**src/rtl/gtpusc_pkg.sv**
```systemverilog
// Shared types and constants for the GTP-U / IPv4 steering classifier.
// Used by every module under rtl but gtpusc_checker; depends on nothing else.
package gtpusc_pkg;

  localparam logic [31:0] SEED_RESET  = 32'hEAAD8405;
  localparam logic [15:0] PORT_RESET  = 16'd2152;
  localparam logic [31:0] CRC32C_POLY = 32'h82F63B78;
  localparam logic [6:0]  POS_MAX     = 7'd127;

  // Byte offsets inside the Ethernet frame.
  localparam logic [6:0] POS_ETYPE_HI = 7'd12;
  localparam logic [6:0] POS_ETYPE_LO = 7'd13;
  localparam logic [6:0] POS_IHL      = 7'd14;
  localparam logic [6:0] POS_PROTO    = 7'd23;
  localparam logic [6:0] POS_MAC_END  = 7'd6;
  localparam logic [6:0] UDP_BASE     = 7'd16;
  localparam logic [6:0] POS_DEST_IP  = 7'd30;
  localparam logic [6:0] INNER_BASE   = 7'd42;

  localparam logic [7:0] ETYPE_HI_IPV4 = 8'h08;
  localparam logic [7:0] ETYPE_LO_IPV4 = 8'h00;
  localparam logic [7:0] PROTO_UDP     = 8'd17;
  localparam logic [7:0] BYTE_ONES     = 8'hFF;

  localparam int CFG_INDEX_W = 3;

  typedef enum logic [CFG_INDEX_W-1:0] {
    CFG_INTERFACE_MODE  = 3'd0,
    CFG_HASH_MODE       = 3'd1,
    CFG_HASH_SEED       = 3'd2,
    CFG_LOCAL_IPV4      = 3'd3,
    CFG_TUNNEL_UDP_PORT = 3'd4
  } cfg_index_t;

  typedef struct packed {
    logic        interface_mode;
    logic        hash_mode;
    logic [31:0] hash_seed;
    logic [31:0] local_ipv4;
    logic [15:0] tunnel_udp_port;
  } cfg_t;

  typedef struct packed {
    logic [7:0] data_byte;
    logic       last_byte;
    logic       checksum_bad;
  } beat_t;

  typedef struct packed {
    logic        slow_path;
    logic [31:0] flow_hash;
    logic        hash_valid;
  } result_t;

endpackage

```
**src/rtl/gtpusc_cfg.sv**
```systemverilog
// Configuration register file for the steering classifier.
// Depends on gtpusc_pkg for the register index codes and the cfg_t layout.
module gtpusc_cfg (
  input  logic                               clk,
  input  logic                               rst,
  input  logic                               wr_en,
  input  logic [gtpusc_pkg::CFG_INDEX_W-1:0] wr_index,
  input  logic [31:0]                        wr_data,
  output gtpusc_pkg::cfg_t                   cfg
);

  gtpusc_pkg::cfg_t regs;

  always_ff @(posedge clk) begin
    if (rst) begin
      regs.interface_mode  <= 1'b0;
      regs.hash_mode       <= 1'b0;
      regs.hash_seed       <= gtpusc_pkg::SEED_RESET;
      regs.local_ipv4      <= 32'd0;
      regs.tunnel_udp_port <= gtpusc_pkg::PORT_RESET;
    end else if (wr_en) begin
      case (gtpusc_pkg::cfg_index_t'(wr_index))
        gtpusc_pkg::CFG_INTERFACE_MODE:  regs.interface_mode  <= wr_data[0];
        gtpusc_pkg::CFG_HASH_MODE:       regs.hash_mode       <= wr_data[0];
        gtpusc_pkg::CFG_HASH_SEED:       regs.hash_seed       <= wr_data;
        gtpusc_pkg::CFG_LOCAL_IPV4:      regs.local_ipv4      <= wr_data;
        gtpusc_pkg::CFG_TUNNEL_UDP_PORT: regs.tunnel_udp_port <= wr_data[15:0];
        default: ;
      endcase
    end
  end

  assign cfg = regs;

endmodule

```
**src/rtl/gtpusc_crc.sv**
```systemverilog
// One byte step of reflected CRC32C, no final inversion.
// Depends on gtpusc_pkg for the polynomial.
module gtpusc_crc (
  input  logic [31:0] crc_in,
  input  logic [7:0]  data,
  output logic [31:0] crc_out
);

  always_comb begin
    logic [31:0] c;
    c = crc_in ^ {24'd0, data};
    for (int i = 0; i < 8; i++) begin
      c = c[0] ? ((c >> 1) ^ gtpusc_pkg::CRC32C_POLY) : (c >> 1);
    end
    crc_out = c;
  end

endmodule

```
**src/rtl/gtpusc_parser.sv**
```systemverilog
// Per-frame header tracker and steering decision.
// Depends on gtpusc_pkg and on gtpusc_crc for the hash byte step.
module gtpusc_parser (
  input  logic                clk,
  input  logic                rst,
  input  logic                step,
  input  gtpusc_pkg::beat_t   beat,
  input  gtpusc_pkg::cfg_t    cfg,
  output gtpusc_pkg::result_t res
);

  logic [6:0]  byte_position, byte_position_next;
  logic [5:0]  ip_header_bytes, ip_header_bytes_next;
  logic        ethertype_ipv4, ethertype_ipv4_next;
  logic        protocol_udp, protocol_udp_next;
  logic        port_high_byte_match, port_high_byte_match_next;
  logic        tunnel_port_match, tunnel_port_match_next;
  logic        all_ones_mac, all_ones_mac_next;
  logic        destination_differs, destination_differs_next;
  logic [31:0] hash_register, hash_register_next;
  logic [7:0]  last_octet, last_octet_next;
  logic        address_complete, address_complete_next;

  logic [31:0] hash_cur;
  logic [31:0] hash_stepped;
  logic [6:0]  port_pos;
  logic [6:0]  addr_start;
  logic        in_addr;
  logic [1:0]  addr_k;
  logic [7:0]  want;
  logic        fast;

  // The hash restarts from the seed on the first byte of every frame.
  assign hash_cur = (byte_position == 7'd0) ? cfg.hash_seed : hash_register;

  gtpusc_crc u_crc (
    .crc_in  (hash_cur),
    .data    (beat.data_byte),
    .crc_out (hash_stepped)
  );

  assign port_pos   = gtpusc_pkg::UDP_BASE + {1'b0, ip_header_bytes};
  assign addr_start = cfg.interface_mode ? gtpusc_pkg::POS_DEST_IP
                                         : gtpusc_pkg::INNER_BASE + {1'b0, ip_header_bytes};
  assign in_addr    = (byte_position >= addr_start) && (byte_position < addr_start + 7'd4);
  assign addr_k     = 2'(byte_position - addr_start);
  // Address byte k sits in bits 8*(3-k) and up; 3-k is ~k on two bits.
  assign want       = cfg.local_ipv4[{~addr_k, 3'b000} +: 8];

  always_comb begin
    byte_position_next        = byte_position;
    ip_header_bytes_next      = ip_header_bytes;
    ethertype_ipv4_next       = ethertype_ipv4;
    protocol_udp_next         = protocol_udp;
    port_high_byte_match_next = port_high_byte_match;
    tunnel_port_match_next    = tunnel_port_match;
    all_ones_mac_next         = all_ones_mac;
    destination_differs_next  = destination_differs;
    hash_register_next        = hash_cur;
    last_octet_next           = last_octet;
    address_complete_next     = address_complete;

    if (byte_position < gtpusc_pkg::POS_MAC_END && beat.data_byte != gtpusc_pkg::BYTE_ONES) begin
      all_ones_mac_next = 1'b0;
    end
    if (byte_position == gtpusc_pkg::POS_ETYPE_HI) begin
      ethertype_ipv4_next = (beat.data_byte == gtpusc_pkg::ETYPE_HI_IPV4);
    end
    if (byte_position == gtpusc_pkg::POS_ETYPE_LO) begin
      ethertype_ipv4_next = ethertype_ipv4 && (beat.data_byte == gtpusc_pkg::ETYPE_LO_IPV4);
    end
    if (byte_position == gtpusc_pkg::POS_IHL) begin
      ip_header_bytes_next = {beat.data_byte[3:0], 2'b00};
    end
    if (byte_position == gtpusc_pkg::POS_PROTO) begin
      protocol_udp_next = (beat.data_byte == gtpusc_pkg::PROTO_UDP);
    end
    if (byte_position == port_pos) begin
      port_high_byte_match_next = (beat.data_byte == cfg.tunnel_udp_port[15:8]);
    end
    if (byte_position == port_pos + 7'd1) begin
      tunnel_port_match_next = port_high_byte_match
                               && (beat.data_byte == cfg.tunnel_udp_port[7:0]);
    end
    if (in_addr) begin
      if (beat.data_byte != want) begin
        destination_differs_next = 1'b1;
      end
      hash_register_next = hash_stepped;
      if (addr_k == 2'd3) begin
        last_octet_next       = beat.data_byte;
        address_complete_next = 1'b1;
      end
    end
    if (byte_position < gtpusc_pkg::POS_MAX) begin
      byte_position_next = byte_position + 7'd1;
    end

    if (cfg.interface_mode) begin
      fast = !beat.checksum_bad && ethertype_ipv4_next && destination_differs_next
             && !all_ones_mac_next && address_complete_next;
    end else begin
      fast = !beat.checksum_bad && ethertype_ipv4_next && protocol_udp_next
             && tunnel_port_match_next && address_complete_next;
    end

    res.slow_path  = !fast;
    res.hash_valid = fast;
    if (!fast) begin
      res.flow_hash = 32'd0;
    end else if (cfg.hash_mode) begin
      res.flow_hash = {24'd0, last_octet_next};
    end else begin
      res.flow_hash = hash_register_next;
    end

    if (beat.last_byte) begin
      byte_position_next        = 7'd0;
      ip_header_bytes_next      = 6'd0;
      ethertype_ipv4_next       = 1'b0;
      protocol_udp_next         = 1'b0;
      port_high_byte_match_next = 1'b0;
      tunnel_port_match_next    = 1'b0;
      all_ones_mac_next         = 1'b1;
      destination_differs_next  = 1'b0;
      hash_register_next        = cfg.hash_seed;
      last_octet_next           = 8'd0;
      address_complete_next     = 1'b0;
    end
  end

  always_ff @(posedge clk) begin
    if (rst) begin
      byte_position        <= 7'd0;
      ip_header_bytes      <= 6'd0;
      ethertype_ipv4       <= 1'b0;
      protocol_udp         <= 1'b0;
      port_high_byte_match <= 1'b0;
      tunnel_port_match    <= 1'b0;
      all_ones_mac         <= 1'b1;
      destination_differs  <= 1'b0;
      hash_register        <= gtpusc_pkg::SEED_RESET;
      last_octet           <= 8'd0;
      address_complete     <= 1'b0;
    end else if (step) begin
      byte_position        <= byte_position_next;
      ip_header_bytes      <= ip_header_bytes_next;
      ethertype_ipv4       <= ethertype_ipv4_next;
      protocol_udp         <= protocol_udp_next;
      port_high_byte_match <= port_high_byte_match_next;
      tunnel_port_match    <= tunnel_port_match_next;
      all_ones_mac         <= all_ones_mac_next;
      destination_differs  <= destination_differs_next;
      hash_register        <= hash_register_next;
      last_octet           <= last_octet_next;
      address_complete     <= address_complete_next;
    end
  end

endmodule

```
**src/rtl/gtpusc_pkg_unused_guard.sv**
```systemverilog
// Output stage of the steering classifier: holds one finished result.
// Depends on gtpusc_pkg for the result_t layout.
module gtpusc_out_stage (
  input  logic                clk,
  input  logic                rst,
  input  logic                load,
  input  gtpusc_pkg::result_t load_res,
  input  logic                take,
  output logic                valid,
  output gtpusc_pkg::result_t res
);

  always_ff @(posedge clk) begin
    if (rst) begin
      valid <= 1'b0;
    end else if (load) begin
      valid <= 1'b1;
    end else if (take) begin
      valid <= 1'b0;
    end
  end

  always_ff @(posedge clk) begin
    if (load) begin
      res <= load_res;
    end
  end

endmodule

```
**src/rtl/gtpu_ipv4_packet_steering_classifier_core.sv**
```systemverilog
// Top level of the GTP-U / IPv4 packet steering classifier.
// Depends on gtpusc_pkg, gtpusc_cfg, gtpusc_parser and gtpusc_out_stage.
//
//  channel  direction  handshake           payload
//  s_*      in         s_tvalid/s_tready   frame bytes, one per beat
//  m_*      out        m_tvalid/m_tready   one steering result per frame
//  cfg_*    in         cfg_valid/cfg_ready register index and write data
//
// One byte beat is taken per cycle while no waiting result stalls it. Each beat sits
// in the input register, where the header tracker and one CRC32C byte step judge it;
// the result of a frame's last beat is loaded into the output register as that beat
// leaves. A waiting result stalls only the last beat of the next frame.
// Reset is synchronous on rst and clears all control state, not the data registers.
module gtpu_ipv4_packet_steering_classifier_core (
  input  logic                               clk,
  input  logic                               rst,
  input  logic                               s_tvalid,
  output logic                               s_tready,
  input  logic [7:0]                         s_tdata,   // [7:0] data_byte
  input  logic                               s_tlast,   // last_byte
  input  logic                               s_tuser,   // [0] checksum_bad
  output logic                               m_tvalid,
  input  logic                               m_tready,
  output logic [31:0]                        m_tdata,   // [31:0] flow_hash
  output logic [1:0]                         m_tuser,   // [0] slow_path, [1] hash_valid
  input  logic                               cfg_valid,
  output logic                               cfg_ready,
  input  logic [gtpusc_pkg::CFG_INDEX_W-1:0] cfg_index,
  input  logic [31:0]                        cfg_data
);

  gtpusc_pkg::cfg_t    cfg;
  gtpusc_pkg::beat_t   in_beat;
  gtpusc_pkg::result_t frame_res;
  gtpusc_pkg::result_t out_res;
  logic                in_valid;
  logic                advance;

  assign cfg_ready = 1'b1;

  gtpusc_cfg u_cfg (
    .clk      (clk),
    .rst      (rst),
    .wr_en    (cfg_valid && cfg_ready),
    .wr_index (cfg_index),
    .wr_data  (cfg_data),
    .cfg      (cfg)
  );

  // A beat moves on unless it would produce a result while the output is held.
  assign advance  = in_valid && (!in_beat.last_byte || !m_tvalid || m_tready);
  assign s_tready = !in_valid || advance;

  always_ff @(posedge clk) begin
    if (rst) begin
      in_valid <= 1'b0;
    end else if (s_tready) begin
      in_valid <= s_tvalid;
    end
  end

  always_ff @(posedge clk) begin
    if (s_tready && s_tvalid) begin
      in_beat.data_byte    <= s_tdata;
      in_beat.last_byte    <= s_tlast;
      in_beat.checksum_bad <= s_tuser;
    end
  end

  gtpusc_parser u_parser (
    .clk  (clk),
    .rst  (rst),
    .step (advance),
    .beat (in_beat),
    .cfg  (cfg),
    .res  (frame_res)
  );

  gtpusc_out_stage u_out (
    .clk      (clk),
    .rst      (rst),
    .load     (advance && in_beat.last_byte),
    .load_res (frame_res),
    .take     (m_tready),
    .valid    (m_tvalid),
    .res      (out_res)
  );

  assign m_tdata = out_res.flow_hash;
  assign m_tuser = {out_res.hash_valid, out_res.slow_path};

endmodule

```
**config.mk**
```make
export PLATFORM = sky130hd
export DESIGN_NAME = gtpu_ipv4_packet_steering_classifier_core
export DESIGN_NICKNAME = d
export VERILOG_FILES = /design/src/rtl/gtpusc_pkg.sv /design/src/rtl/gtpusc_cfg.sv /design/src/rtl/gtpusc_crc.sv /design/src/rtl/gtpusc_parser.sv /design/src/rtl/gtpusc_pkg_unused_guard.sv /design/src/rtl/gtpu_ipv4_packet_steering_classifier_core.sv
export SDC_FILE = /design/constraint.sdc
export NUM_CORES = 1
export LEC_CHECK = 0
export ABC_CLOCK_PERIOD_IN_PS = 4200
export BUFFER_PORTS_ARGS = -buffer_cell sky130_fd_sc_hd__buf_2
export CORE_MARGIN = 4
export CORE_UTILIZATION = 40
export DETAILED_ROUTE_END_ITERATION = 8
export HOLD_SLACK_MARGIN = 0.1
export PLACE_DENSITY = 0.63
export SKIP_LAST_GASP = 1
export SYNTH_ARGS = -nofsm -noshare
export SYNTH_HDL_FRONTEND = slang
export SYNTH_HIERARCHICAL = 1
export SYNTH_SLANG_ARGS = --single-unit
export TNS_END_PERCENT = 50
```
**constraint.sdc**
```tcl
create_clock -name clk -period 4.2 [get_ports clk]
set_input_delay 0.84 -clock clk [delete_from_list [all_inputs] [get_ports clk]]
set_output_delay 0.84 -clock clk [all_outputs]
set_load 0.1 [all_outputs]
```
==> metrics.cfg <==
[logic_synthesis]
ys.flop_type=dfxtp_1
async_reset_ff_share_pct=0
synth-edff-count=44
synth.distinct_cells=79
yosysTopAreaCellShare_pct=25.7
synth.largest_area_cell=dfxtp_1
yosysWarningCount=6
synth_seq_cells=186
synthesis.nets=1171
synth_area_leaders=dfxtp_1, edfxtp_1, mux2i_1
synth_area_per_cell_um2=10.0
ys_seq_area_share_pct=37.6
netlist_area_um2=11100
synth_cells=1102

[sta]
tightest_slew_ns=1.13
hold_viol=0
grt_setup_unrepaired=false
timing.final.crit_share_pct=89.7
whs_ns=0.465
report.final.slew_viol_count=0
min_period_ns=3.77
fin_setup_tns_ns=0
timing.final.ws_setup_ns=0.432
skew_ns=0.0158
setup-violations-final=0
fmax_mhz=265
slew_headroom_pct=24.8

[layout]
fill_cells=2563
seqCellArea_um2=4160
antenna_cells_inserted=0
multi_input_area_um2=6280
stdcell_count=1538
drive_above_1_share_pct=18.7
synthToLayoutAreaGrowth_pct=11.3
layout.nets=1222

[worst_setup_path]
crit_path_top_delay_cell=dfxtp_1
required_ns=4.48
cpPeakStageDelay_ns=0.52
critPathLaunchType=flop
cp_max_fo=22
cp_cell_sequence=inv_1 -> nand2_1 -> ha_1 -> nor3b_1 -> xor2_1 -> ha_1 -> a2111oi_0 -> o21ai_1 -> o2bb2ai_2 -> o311ai_1 -> o2111ai_4 -> buf_4 -> nor3_1
worstPathArrival_ns=4.04
crit_top_cell=ha_1
worst_setup_path_end_kind=flop
crit_type=reg -> reg

[floorplanning]
die_y_um=174
coreArea_um2=27100
initial_utilization_pct=40.8
die_w_um=174
ios=87
die_area_um2=30400
rows=60

[place]
io_buffers=85
place_inst=1506
place_ws_ns=0.431
gp_congestion=0.916
post-dp-hpwl_um=21100

[clocking]
worstSkewPairLatency_ns=0.44
clk_path_buf_depth=2
htree_levels=4
clkTransAtPathRegs_ns=0.07
cts_tree=built
post-cts-setup-buffer-count=0
cts_made_buffers=17
hold_buffers=0
numClockSinks=186
clockRootBuffer=clkbuf_16
cts_resized=0

[route]
drt_iter0_markers=800
drtPass1Iterations=5
totalWireLength_um=29700
via_per_inst=5.39
antenna_left=0
drc_errors=0
vias=8283
routedWlPerCell_um=19.3

[power_and_ir_drop]
ir_drop_v=0.000244
p_switching_mw=1.31
p_clk_share_pct=36.4
p_per_area_nw_per_um2=351
p_int_mw=3.01
seqPwrFrac_pct=44.7
p_leak_nw=4.43
p_comb_share_pct=18.9
p_sw_share_pct=30.2

[flow_run]
drv_cap=0

[hold_path]
hp-class=reg -> reg

[global_route]
grt_start_max_net_pins=101
antenna_found_initial=0
grt_pass1_vias=7982
grt_pass1_wl_um=46800
grt-ovfl-total=0
grt_usage_pct=19.6

[status]
status=finished, final reports clean

==> cell families (layout without fill, tap and decap cells) <==
family / Yosys count / count (layout) / synth area share, %
XOR/XNOR: 118 / 118 / 11.2
buffers and inverters: 127 / 191 / 5.90
adder cells (fa/ha/maj): 19 / 19 / 2.15
AO/OA/AOI/OAI: 177 / 177 / 11.2
flip-flops: 186 / 186 / 37.6
other: 1 / 1 / 0.0339
AND/OR/NAND/NOR: 334 / 334 / 17.2
multiplexers: 140 / 140 / 14.7
==> synth_stat cells (2+ instances only) <==
| cell type | number |
|---|---|
| buf_6 | 11 |
| o21ai_0 | 43 |
| xor2_1 | 15 |
| a32oi_1 | 2 |
| mux2_2 | 2 |
| o21bai_1 | 23 |
| a311oi_1 | 18 |
| mux4_2 | 16 |
| a21o_1 | 2 |
| a31oi_1 | 15 |
| buf_1 | 4 |
| nand4_1 | 6 |
| ha_1 | 19 |
| o211ai_1 | 32 |
| xnor2_4 | 3 |
| a2111o_1 | 2 |
| nor2_1 | 77 |
| nor3_2 | 21 |
| inv_1 | 40 |
| edfxtp_1 | 44 |
| or2_1 | 4 |
| clkbuf_1 | 46 |
| mux2i_1 | 100 |
| nor3_1 | 32 |
| nand2_1 | 48 |
| xnor2_2 | 6 |
| buf_12 | 2 |
| a211oi_1 | 3 |
| nand3_1 | 16 |
| nand4bb_1 | 3 |
| mux2_1 | 22 |
| a211o_1 | 3 |
| buf_2 | 10 |
| or3_1 | 5 |
| dfxtp_1 | 142 |
| xnor3_1 | 5 |
| xnor2_1 | 86 |
| inv_2 | 2 |
| buf_4 | 10 |
| a22oi_1 | 4 |
| a2111oi_2 | 2 |
| a21oi_1 | 17 |
| nand2b_1 | 100 |
| and2_1 | 4 |
==> worst max-delay path, delay by kind of cell, from the launching register on <==
kind / cells / cell delay, ns
AOI/OAI and AO/OA: 5 / 1.43
and+or+nand+nor: 3 / 0.60
buffers and inverters: 2 / 0.55
DFF: 1 / 0.52
adders and majority gates: 2 / 0.38
xor gates and xnor gates: 1 / 0.11
==> stage by stage <==
step	cell area, um2	power, mW	utilization, %
after global routing	12300	4.48	45.4
after global placement	11700	2.77	43.3
after floorplan	11100	2.58	-
after CTS	12300	4.34	45.4
final	12300	4.32	45.4
after detailed placement	11700	2.78	43.3
==> per-layer routing <==
layer	vias to the layer above	wire length [um]	track usage (%)
met5	-	0	0
met4	0	442	5.08
met3	26	1720	3.46
met2	275	12700	28.2
met1	3997	14800	30.1
li1	3985	-	-
==> cell type report <==
| class | count | area share, % |
|---|---|---|
| multi-input cells | 789 | 51.0 |
| flip-flops and latches | 186 | 33.8 |
| repair buffers | 116 | 5.47 |
| well taps | 372 | 3.78 |
| clock buffers | 18 | 3.57 |
| inverters | 43 | 1.31 |
| clock inverters | 14 | 1.07 |
==> power by group through the flow <==
stage	logic (mW)	clock network (mW)	registers [mW]
after floorplan	0.564	0	2.02
after global placement	0.801	0	1.97
after detailed placement	0.805	0	1.97
after CTS	0.811	1.60	1.93
after global routing	0.875	1.67	1.94
final	0.815	1.57	1.93
==> final timing paths <==
kind	startpoint	cells past startpoint	slack (ns)	to
max reg2reg	u_cfg/cfg[81]	13	0.43	u_out/res[9]
min	u_parser/protocol_udp	2	0.46	u_parser/protocol_udp
max	u_cfg/cfg[81]	13	0.43	u_out/res[9]
min reg2reg	u_parser/protocol_udp	2	0.46	u_parser/protocol_udp
==> flip-flops by register name, indices dropped and copies added, names as in the netlist, 4 cells and up <==
| name | count |
|---|---|
| in_beat | 10 |
| u_cfg/cfg | 82 |
| u_out/res | 34 |
| u_parser/byte_position | 7 |
| u_parser/hash_register | 32 |
| u_parser/ip_header_bytes | 4 |
| u_parser/last_octet | 8 |
==> cells in the final DEF, fill, tap and decap left out, types with 3 or more instances in the layout <==
master	n
xnor2_2	6
o21bai_1	23
a31oi_1	14
nand2_1	48
edfxtp_1	44
dfxtp_1	142
nand4_1	6
xnor2_1	86
or3_1	5
o211ai_1	32
a22oi_1	4
inv_8	4
a21oi_1	17
inv_6	3
mux2i_1	100
xnor3_1	5
a211o_1	3
and2_1	4
a211oi_1	3
mux4_2	16
nor3_1	32
or2_1	3
xor2_1	15
nor2_1	76
buf_2	84
nand4bb_1	3
nand2b_1	100
ha_1	19
a311oi_1	18
buf_4	31
o21ai_0	43
xnor2_4	3
inv_1	40
nand3_1	16
clkbuf_16	17
nor3_2	21
mux2_1	22
(Power assumes the default switching activity.)
